==> src/s2da_pkg.sv <==
// shared types and constants for the signed integer to decimal text converter
package s2da_pkg;

  localparam int MAX_DIGITS = 10;
  localparam int DIG_IDX_W  = $clog2(MAX_DIGITS);
  localparam int DIG_CNT_W  = $clog2(MAX_DIGITS + 1);

  localparam logic [7:0]  ASCII_ZERO  = 8'd48;
  localparam logic [7:0]  ASCII_MINUS = 8'd45;
  localparam logic [7:0]  ASCII_NINE  = 8'd57;

  // floor(x / 10) == (x * RECIP_DIV10) >> RECIP_SHIFT for every 32-bit x
  localparam logic [31:0] RECIP_DIV10 = 32'hCCCC_CCCD;
  localparam int          RECIP_SHIFT = 35;

  localparam int QUEUE_DEPTH_DEF = 2;

  typedef logic [3:0] digit_t;

  // one converted number, digits stored least significant first
  typedef struct packed {
    logic                        neg;
    logic [DIG_CNT_W-1:0]        ndig;
    digit_t [MAX_DIGITS-1:0]     digits;
  } num_entry_t;

endpackage

==> src/s2da_queue.sv <==
// short queue of converted numbers between front and back
module s2da_queue #(
  parameter int DEPTH = s2da_pkg::QUEUE_DEPTH_DEF
) (
  input  logic                  clk,
  input  logic                  rst,
  input  logic                  push,
  input  s2da_pkg::num_entry_t  push_entry,
  input  logic                  pop,
  output s2da_pkg::num_entry_t  head,
  output logic                  empty,
  output logic                  full
);
  import s2da_pkg::*;

  localparam int PTR_W = (DEPTH > 1) ? $clog2(DEPTH) : 1;
  localparam int CNT_W = $clog2(DEPTH + 1);

  num_entry_t         slots [DEPTH];
  logic [PTR_W-1:0]   wr_ptr;
  logic [PTR_W-1:0]   rd_ptr;
  logic [CNT_W-1:0]   count;

  function automatic logic [PTR_W-1:0] ptr_inc(input logic [PTR_W-1:0] p);
    ptr_inc = (p == PTR_W'(DEPTH - 1)) ? '0 : p + PTR_W'(1);
  endfunction

  assign empty = (count == '0);
  assign full  = (count == CNT_W'(DEPTH));
  assign head  = slots[rd_ptr];

  always_ff @(posedge clk) begin
    if (rst) begin
      wr_ptr <= '0;
      rd_ptr <= '0;
      count  <= '0;
    end else begin
      if (push) wr_ptr <= ptr_inc(wr_ptr);
      if (pop)  rd_ptr <= ptr_inc(rd_ptr);
      if (push && !pop)      count <= count + CNT_W'(1);
      else if (pop && !push) count <= count - CNT_W'(1);
    end
  end

  always_ff @(posedge clk) begin
    if (push) slots[wr_ptr] <= push_entry;
  end

endmodule

==> config.mk <==
export PLATFORM = sky130hd
export DESIGN_NAME = s2da_queue
export DESIGN_NICKNAME = d
export VERILOG_FILES = /design/src/s2da_pkg.sv /design/src/s2da_queue.sv
export SDC_FILE = /design/constraint.sdc
export NUM_CORES = 1
export LEC_CHECK = 0
export ABC_AREA = 1
export BUFFER_PORTS_ARGS = -buffer_cell sky130_fd_sc_hd__buf_2
export CAP_MARGIN = 20
export CORE_ASPECT_RATIO = 1.75
export CORE_MARGIN = 2
export CORE_UTILIZATION = 52
export DETAILED_ROUTE_END_ITERATION = 6
export GPL_TIMING_DRIVEN = 0
export PLACE_DENSITY = 0.79
export SETUP_SLACK_MARGIN = 0.2
export SLEW_MARGIN = 20
export SYNTH_ARGS = -nofsm -noshare
export SYNTH_HDL_FRONTEND = slang
export SYNTH_SLANG_ARGS = --single-unit
==> constraint.sdc <==
create_clock -name clk -period 3.7 [get_ports clk]
set_input_delay 0.37 -clock clk [delete_from_list [all_inputs] [get_ports clk]]
set_output_delay 0.37 -clock clk [all_outputs]
set_load 0.005 [all_outputs]
==> impl_metrics.json <==
{
  "io_buffers": 95,
  "diodes": 0,
  "vias": 1822,
  "final_common_cell": "buf_2",
  "synth_top_family_by_area": "multiplexers",
  "track_usage": 0.1695,
  "die-area_um2": 7787,
  "post_cts_buffers": 0,
  "dp.cells": 354,
  "cts_hold_buf": 0,
  "drive_gt1_frac": 0.5734,
  "pwr-share-comb": 0.110,
  "finalPower_mw": 2.551,
  "grt_max_degree": 28,
  "slew_violations": 0,
  "synth_fa_ha_area_frac": 0.003403,
  "worstPathRequired_ns": 3.33,
  "switching_power_mw": 0.4926,
  "finalCritPeriodShare": 0.4897,
  "dp_hpwl_um": 4176,
  "power.internal_mw": 2.059,
  "setup_viol": 0,
  "cts_tree": "done",
  "design_area_um2": 4649,
  "clk_path_buf_depth": 2,
  "clk_latency_ns": 0.34,
  "clock.fmax_mhz": 551.9,
  "finalClockSkew_ns": 0.004570,
  "cellPowerDensity_nw_per_um2": 548.7,
  "rsz0062_at_grt": "false",
  "seq_area_frac_synth": 0.7622,
  "hp-class": "input pin to flop",
  "ir_drop_mv": 0.3773,
  "first_pass_iters": 4,
  "syn_inst": 173,
  "final_antenna_net_count": 0,
  "area_growth_pct": 26.44,
  "finalHoldViolations": 0,
  "slew_headroom": 0.4934,
  "fin_tns_setup_ns": 0,
  "hold_depth": 1,
  "die_y_um": 115.2,
  "crit_chain": "buf_6 -> buf_12 -> mux2_4 -> buf_2",
  "htree_num_levels": 3,
  "clkPwrFrac": 0.396,
  "synth_compound_area_frac": 0.002722,
  "overflow": 0,
  "critPathCaptureType": "output port",
  "slowest_stage": "dfxtp_1",
  "syn_area_per_cell_um2": 21.26,
  "start_kind": "flop",
  "cts_resized": 0,
  "numCtsBuffers": 9,
  "synth_seq_cells": 95,
  "reg2reg_depth": 2,
  "die_w_um": 67.57,
  "critPathKind": "flop to output port",
  "maxCapViolCount": 0,
  "clk_pin_slew_worst_paths_ns": 0.06,
  "critPathMaxStageDelay_ns": 0.33,
  "rows": 40,
  "fin_crit_ns": 1.812,
  "seq_power_share": 0.494,
  "grt_pass1_vias": 1928,
  "clock_sinks": 95,
  "ys_types": 16,
  "drt_iter0_drc": 125,
  "routed_wl_um": 5892,
  "wire_per_inst_um": 15.92,
  "power.share.switching": 0.1931,
  "cp.arrival_ns": 1.44,
  "status": "complete, no violations",
  "final_cell_mix": "buf_2, edfxtp_1, mux2_4, clkbuf_16, inv_1",
  "cts_root_buf": "clkbuf_16",
  "syn-num-nets": 223,
  "gp_congestion": 0.7008,
  "yosys.area_share.xor_xnor": 0.002382,
  "layout.cells.non_filler": 370,
  "post_drt_via_cell_ratio": 4.924,
  "synthMuxAreaShare": 0.1786,
  "worst_pin_slew_ns": 0.7581,
  "core_um2": 6857,
  "yosys_warnings": 0,
  "io-pin-count": 96,
  "placed_cell_area_um2": 4313,
  "p_leak_nw": 1.890,
  "antenna_found_initial": 0,
  "synth-simple-area-share": 0.01667,
  "syn_area_um2": 3677,
  "start_util": 0.5363,
  "grt_pass1_wl_um": 9135,
  "nets": 331,
  "drc": 0,
  "critPathMaxFanout": 10
}
==> sequential cells by signal, indices dropped and copies added (netlist names), named ones only <==
register and cells:
count 2, wr_ptr 1, slots 90, rd_ptr 1
==> critical path: cells and delay by family (launching register included) <==
family / cells / cell delay (ns)
buffers and inverters: 3 / 0.46
DFF: 1 / 0.33
muxes: 1 / 0.31
==> cell type report <==
cell class	count	area, um2
Sequential cell	95	2803
Fill cell	455	2207
Multi-Input combinational cell	64	757.0
Timing Repair Buffer	97	523.0
Clock buffer	9	225.2
Clock inverter	7	111.4
Tap cell	84	105.1
Buffer	5	91.34
Inverter	9	33.78
==> power by group through the flow <==
stage,sequential [mW],clock (mW),combinational (mW)
2_1_floorplan,1.28,0,0.171
6_report,1.26,1.01,0.280
5_1_grt,1.26,1.07,0.307
3_5_place_dp,1.28,0,0.285
3_3_place_gp,1.28,0,0.269
4_1_cts,1.26,1.04,0.286
==> per-stage QoR <==
step	util	hold WS, ns	setup slack (ns)
3_3_place_gp	0.6210	0.4950	-0.1080
4_1_cts	0.6781	0.2006	1.857
3_5_place_dp	0.6290	0.5288	1.976
6_report	0.6781	0.2163	1.888
2_1_floorplan	-	0.4424	0.9499
5_1_grt	0.6781	0.2086	1.817
==> cells by family (layout without fill, tap and decap cells) <==
group,after synthesis,after routing
multiplexers,45,45
buffers and inverters,14,127
AND/OR/NAND/NOR,15,15
AO/OA/AOI/OAI,2,2
XOR/XNOR,1,1
adder cells (fa/ha/maj),1,1
flip-flops,95,95
==> Yosys cell counts <==
cell type,instances,area share
edfxtp_1,90,0.73
mux2_4,40,0.16
nor3_1,1,0.0014
mux2_2,5,0.015
dfxtp_1,5,0.027
nand2_1,5,0.0051
o21ai_0,1,0.0014
nor2_1,7,0.0071
inv_1,9,0.0092
ha_1,1,0.0034
xnor2_1,1,0.0024
buf_6,1,0.0031
nand4_1,1,0.0017
nand3_1,1,0.0014
buf_12,4,0.022
a21oi_1,1,0.0014
==> path summary, 6_finish.rpt <==
path                                          start                endpoint  slack, ns
worst min-delay path                 push_entry[28]  slots[0][28]$_DFFE_PP_       0.22
worst max register to register  wr_ptr$_SDFFE_PP0P_  slots[0][12]$_DFFE_PP_       2.17
worst max-delay path                           flop                head[40]       1.89
worst min register to register  rd_ptr$_SDFFE_PP0P_                    flop       0.55
==> per-layer routing <==
metal,global-route usage,vias up,routed length (um)
li1,-,871,-
met1,0.1726,881,2006
met2,0.2954,60,3448
met3,0.04012,10,308
met4,0.1143,0,129
met5,0,-,0
No activity file was read; power rests on OpenSTA's default activity.
