**config.mk**
```make
export PLATFORM = sky130hd
export DESIGN_NAME = s2da_back
export DESIGN_NICKNAME = d
export VERILOG_FILES = /design/src/s2da_pkg.sv /design/src/s2da_back.sv
export SDC_FILE = /design/constraint.sdc
export NUM_CORES = 1
export LEC_CHECK = 0
export BUFFER_PORTS_ARGS = -buffer_cell sky130_fd_sc_hd__buf_4
export CORE_MARGIN = 2
export CORE_UTILIZATION = 55
export CTS_BUF_LIST = sky130_fd_sc_hd__clkbuf_2
export DETAILED_ROUTE_END_ITERATION = 8
export GPL_ROUTABILITY_DRIVEN = 0
export PLACE_DENSITY_LB_ADDON = 0.25
export SYNTH_ARGS = -nofsm -noshare
export SYNTH_HDL_FRONTEND = slang
export SYNTH_SLANG_ARGS = --single-unit
```
**constraint.sdc**
```tcl
create_clock -name clk -period 5.8 [get_ports clk]
set_clock_uncertainty 0.1 [all_clocks]
set_input_delay 1.74 -clock clk [delete_from_list [all_inputs] [get_ports clk]]
set_output_delay 1.74 -clock clk [all_outputs]
set_load 0.01 [all_outputs]
```
**src/s2da_pkg.sv**
```systemverilog
// shared types and constants for the signed integer to decimal text converter
package s2da_pkg;

  localparam int MAX_DIGITS = 10;
  localparam int DIG_IDX_W  = $clog2(MAX_DIGITS);
  localparam int DIG_CNT_W  = $clog2(MAX_DIGITS + 1);

  localparam logic [7:0]  ASCII_ZERO  = 8'd48;
  localparam logic [7:0]  ASCII_MINUS = 8'd45;
  localparam logic [7:0]  ASCII_NINE  = 8'd57;

  // floor(x / 10) == (x * RECIP_DIV10) >> RECIP_SHIFT for every 32-bit x
  localparam logic [31:0] RECIP_DIV10 = 32'hCCCC_CCCD;
  localparam int          RECIP_SHIFT = 35;

  localparam int QUEUE_DEPTH_DEF = 2;

  typedef logic [3:0] digit_t;

  // one converted number, digits stored least significant first
  typedef struct packed {
    logic                        neg;
    logic [DIG_CNT_W-1:0]        ndig;
    digit_t [MAX_DIGITS-1:0]     digits;
  } num_entry_t;

endpackage

```
**src/s2da_back.sv**
```systemverilog
// back end: walks one queued number out as characters, most significant first
module s2da_back (
  input  logic                  clk,
  input  logic                  rst,
  input  s2da_pkg::num_entry_t  q_head,
  input  logic                  q_empty,
  output logic                  q_pop,
  output logic [7:0]            char_code,
  output logic                  last_char,
  output logic                  out_valid,
  input  logic                  out_stall
);
  import s2da_pkg::*;

  typedef enum logic [2:0] {
    B_IDLE  = 3'b001,
    B_SIGN  = 3'b010,
    B_DIGIT = 3'b100
  } back_state_t;

  back_state_t             state;
  digit_t [MAX_DIGITS-1:0] digits;
  logic [DIG_IDX_W-1:0]    idx;

  logic       slot_free;
  logic       emit;
  logic [7:0] cur_char;
  logic       cur_last;

  assign slot_free = !out_valid || !out_stall;
  assign emit      = (state != B_IDLE) && slot_free;
  assign cur_char  = (state == B_SIGN) ? ASCII_MINUS : ASCII_ZERO + {4'd0, digits[idx]};
  assign cur_last  = (state == B_DIGIT) && (idx == '0);
  assign q_pop     = !q_empty && ((state == B_IDLE) || (emit && cur_last));

  always_ff @(posedge clk) begin
    if (rst) begin
      state     <= B_IDLE;
      out_valid <= 1'b0;
    end else begin
      if (slot_free) out_valid <= emit;
      if (q_pop) begin
        state <= q_head.neg ? B_SIGN : B_DIGIT;
      end else if (emit) begin
        unique case (state)
          B_SIGN:  state <= B_DIGIT;
          B_DIGIT: if (cur_last) state <= B_IDLE;
          default: state <= B_IDLE;
        endcase
      end
    end
  end

  always_ff @(posedge clk) begin
    if (emit) begin
      char_code <= cur_char;
      last_char <= cur_last;
      if (state == B_DIGIT && idx != '0) idx <= idx - DIG_IDX_W'(1);
    end
    if (q_pop) begin
      digits <= q_head.digits;
      idx    <= DIG_IDX_W'(q_head.ndig - DIG_CNT_W'(1));
    end
  end

endmodule

```
==> metrics.log <==
INFO  metric status = completed
INFO  metric postSynthAreaPerCell = 16.8 um^2
INFO  metric synth_top_family_by_area = multiplexers
INFO  metric synth_most_common_cell = sky130_fd_sc_hd__edfxtp_1
INFO  metric drive_above_1_share = 37.7%
INFO  metric drt_iter0_drc = 49
INFO  metric cts_tree = built
INFO  metric detail_route.wirelength = 3940 um
INFO  metric cts.hold.buffers_added = 0
INFO  metric cts_post_setup_buffers_inserted = 0
INFO  metric worstPathRequired = 3960 ps
INFO  metric vias = 1,322
INFO  metric floorplan.die_area = 4710 um^2
INFO  metric fp.dieH = 68.7 um
INFO  metric hpwlAfterDp = 2870 um
INFO  metric compound_gate_fraction_of_synth_area = 7.13%
INFO  metric nets = 240
INFO  metric clock_path_buffers = 2
INFO  metric clock_root_cell = sky130_fd_sc_hd__clkbuf_2
INFO  metric area_share_of_the_largest_cell_type_after_synthesis = 65.3%
INFO  metric grt_pass1_vias = 1,281
INFO  metric clock_network_latency_to_the_later_pin_of_the_worst_skew_pair = 430 ps
INFO  metric n_antenna_cell = 0
INFO  metric port-buffer-count = 56
INFO  metric timing.hold.worst.class = reg2reg
INFO  metric area_growth_syn_to_layout = 20.2%
INFO  metric netlist-cell-type-count = 35
INFO  metric global_route.usage.total = 18.2%
INFO  metric irDropWorstVdd = 0.189 mV
INFO  metric post_cts_resized = 0
INFO  metric yosysSeqAreaShare = 68.8%
INFO  metric p_seq_share = 63.9%
INFO  metric regToRegSetupSlack = 2400 ps
INFO  metric worst_setup_path_end_kind = output pin
INFO  metric grt-ovfl-total = 0
INFO  metric grt_first_pass_wirelength = 5950 um
INFO  metric post_synth_main_area_contributors = sky130_fd_sc_hd__edfxtp_1 65%, sky130_fd_sc_hd__mux4_2 4.9%, sky130_fd_sc_hd__mux2i_1 4.8%
INFO  metric worstSetupStartpointType = primary input
INFO  metric clock_sink_count = 54
INFO  metric final-setup-viol-count = 0
INFO  metric rows = 23
INFO  metric leakagePower = 0.00106 uW
INFO  metric power_frac_comb = 17.7%
INFO  metric synth_common_cells = 50 x sky130_fd_sc_hd__edfxtp_1, 11 x sky130_fd_sc_hd__mux2i_1, 8 x sky130_fd_sc_hd__nor2_1
INFO  metric syn_area = 2300 um^2
INFO  metric fin_setup_tns = 0 ps
INFO  metric drt_pre_antenna_iters = 4
INFO  metric postSynth.topFlopCell = sky130_fd_sc_hd__edfxtp_1
INFO  metric number_of_antenna_violations_at_the_first_check_in_global_routing = 0
INFO  metric ant_nets = 0
INFO  metric routed_length_per_placed_instance = 16.3 um
INFO  metric max_cap_violation_count = 0
INFO  metric relSlewSlack = 50.5%
INFO  metric num-fill-cells = 281
INFO  metric share_clk_of_total_power = 18.4%
INFO  metric worst-setup-path-type = in2out
INFO  metric crit_path_max_incr_delay = 290 ps
INFO  metric final_max_slew_viol_count = 0
INFO  metric drt_drc_violations_left = 0
INFO  metric simple_gate_share_of_the_synthesized_area = 5.82%
INFO  metric total_power = 790 uW
INFO  metric grt_setup_unrepaired = no
INFO  metric critical_path_peak_fanout = 6
INFO  metric power-per-cell-area = 286 nW/um^2
INFO  metric crit_slowest_cell = sky130_fd_sc_hd__o31ai_4
INFO  metric start_util = 57.5%
INFO  metric netSwitchingPower = 203 uW
INFO  metric vias_per_cell = 5.49
INFO  metric critical_path.cell_chain = buf_4 -> and2_1 -> o31ai_4 -> and2_2 -> buf_4
INFO  metric critical-path-top-cell-by-count = sky130_fd_sc_hd__buf_4
INFO  metric final.period_utilization = 79.1%
INFO  metric postSynth.asyncResetShare = 0%
INFO  metric cts.reportedPaths.clkPinSlew = 240 ps
INFO  metric cts_made_buffers = 5
INFO  metric post_synth_inst_count = 137
INFO  metric internal_power = 587 uW
INFO  metric top_level_ports = 60
INFO  metric switching_share = 25.7%
INFO  metric yosys.area_share.adder = 0.544%
INFO  metric highest_clock_rate = 218 MHz
INFO  metric synth_edf_count = 50
INFO  metric core_region_area = 4000 um^2
INFO  metric finalHoldViolCount = 0
INFO  metric cp.arrival = 2750 ps
INFO  metric ys_warn_count = 0
INFO  metric slew_at_the_pin_with_the_worst_max_slew_slack = 742 ps
INFO  metric grt_start_max_net_pins = 44
INFO  metric min_period = 4590 ps
INFO  metric cts_max_level = 2
INFO  metric mux_contribution_to_synthesized_area = 13.1%
INFO  metric dieWidth = 68.7 um
INFO  metric synth_seq_cells = 54
INFO  metric synth_xor_area_share = 0.762%
INFO  metric yosys.area.top_type = sky130_fd_sc_hd__edfxtp_1
==> power by group through the flow <==
stage	Clock, uW	Combinational [uW]	Sequential, uW
2_1_floorplan	0	104	494
3_3_place_gp	0	136	512
3_5_place_dp	0	140	515
4_1_cts	151	141	506
5_1_grt	164	153	509
6_report	145	140	504
==> logic make-up (layout without fill, tap and decap cells) <==
logic type                 Yosys count  after routing
DFF                                 54             54
and+or+nand+nor                     25             25
AOI/OAI and AO/OA                   20             20
muxes                               19             19
buffers and inverters               14             67
other                                2              3
xor gates and xnor gates             2              2
adders and majority gates            1              1
==> routing by layer <==
layer | vias up | track usage [%] | wire length [um]
met1 | 626 | 22.8 | 1650
met5 | - | 0 | 0
met2 | 43 | 29.7 | 2010
li1 | 643 | - | -
met3 | 10 | 3.57 | 181
met4 | 0 | 10.0 | 93
==> state kept, by name, indices dropped and copies added (netlist names) <==
register and cells:
out_valid 1, last_char 1, char_code 5, digits 40, state 3, idx 4
==> worst paths after layout <==
path                            startpoint   endpoint  cells past startpoint
worst max-delay path             out_stall      q_pop                      5
worst min-delay path             out_valid  out_valid                      2
worst max register to register      idx[0]     idx[2]                      7
worst min register to register   out_valid  out_valid                      2
==> worst max-delay path: cells and delay by family <==
family | cells | cell delay, ps
AOI/OAI and AO/OA | 1 | 290
buffers and inverters | 2 | 240
and+or+nand+nor | 2 | 480
==> final cells by class <==
| class | instances | area, um^2 | share of cell area [%] |
|---|---|---|---|
| repair buffers | 57 | 428 | 15.5 |
| well taps | 50 | 62.6 | 2.26 |
| flip-flops and latches | 54 | 1580 | 57.2 |
| inverters | 2 | 7.51 | 0.272 |
| multi-input cells | 70 | 642 | 23.2 |
| clock buffers | 6 | 30.0 | 1.09 |
| clock inverters | 2 | 12.5 | 0.453 |
==> metrics by stage <==
step / std cells / hold slack [ps] / cell area (um^2) / worst slack [ps] / util (%)
final: 241 / 430 / 2760 / 1210 / 69.1
after global routing: 241 / 460 / 2760 / 1180 / 69.1
after CTS: 241 / 430 / 2760 / 1230 / 69.1
after detailed placement: 233 / 401 / 2720 / 1250 / 68.0
after global placement: 233 / 385 / 2720 / 1270 / 68.0
after floorplan: 138 / 394 / 2300 / 1230 / -
==> cells in the final DEF, fill, tap and decap left out, types with 2 or more instances in the layout <==
cell type and count:
sky130_fd_sc_hd__buf_4 57, sky130_fd_sc_hd__edfxtp_1 50, sky130_fd_sc_hd__nand2b_1 4, sky130_fd_sc_hd__clkbuf_2 6, sky130_fd_sc_hd__mux2i_1 11, sky130_fd_sc_hd__mux4_2 5, sky130_fd_sc_hd__o221ai_1 3, sky130_fd_sc_hd__dfxtp_1 4
sky130_fd_sc_hd__inv_1 2, sky130_fd_sc_hd__and2_1 2, sky130_fd_sc_hd__mux4_1 3, sky130_fd_sc_hd__nand2_1 2, sky130_fd_sc_hd__a21oi_1 3, sky130_fd_sc_hd__nor2b_1 2, sky130_fd_sc_hd__xnor2_1 2, sky130_fd_sc_hd__nor2_1 8
sky130_fd_sc_hd__o31a_1 4, sky130_fd_sc_hd__nor3_1 2, sky130_fd_sc_hd__a211oi_1 2, sky130_fd_sc_hd__conb_1 3
Note: power is estimated with default switching activity, not from simulation.
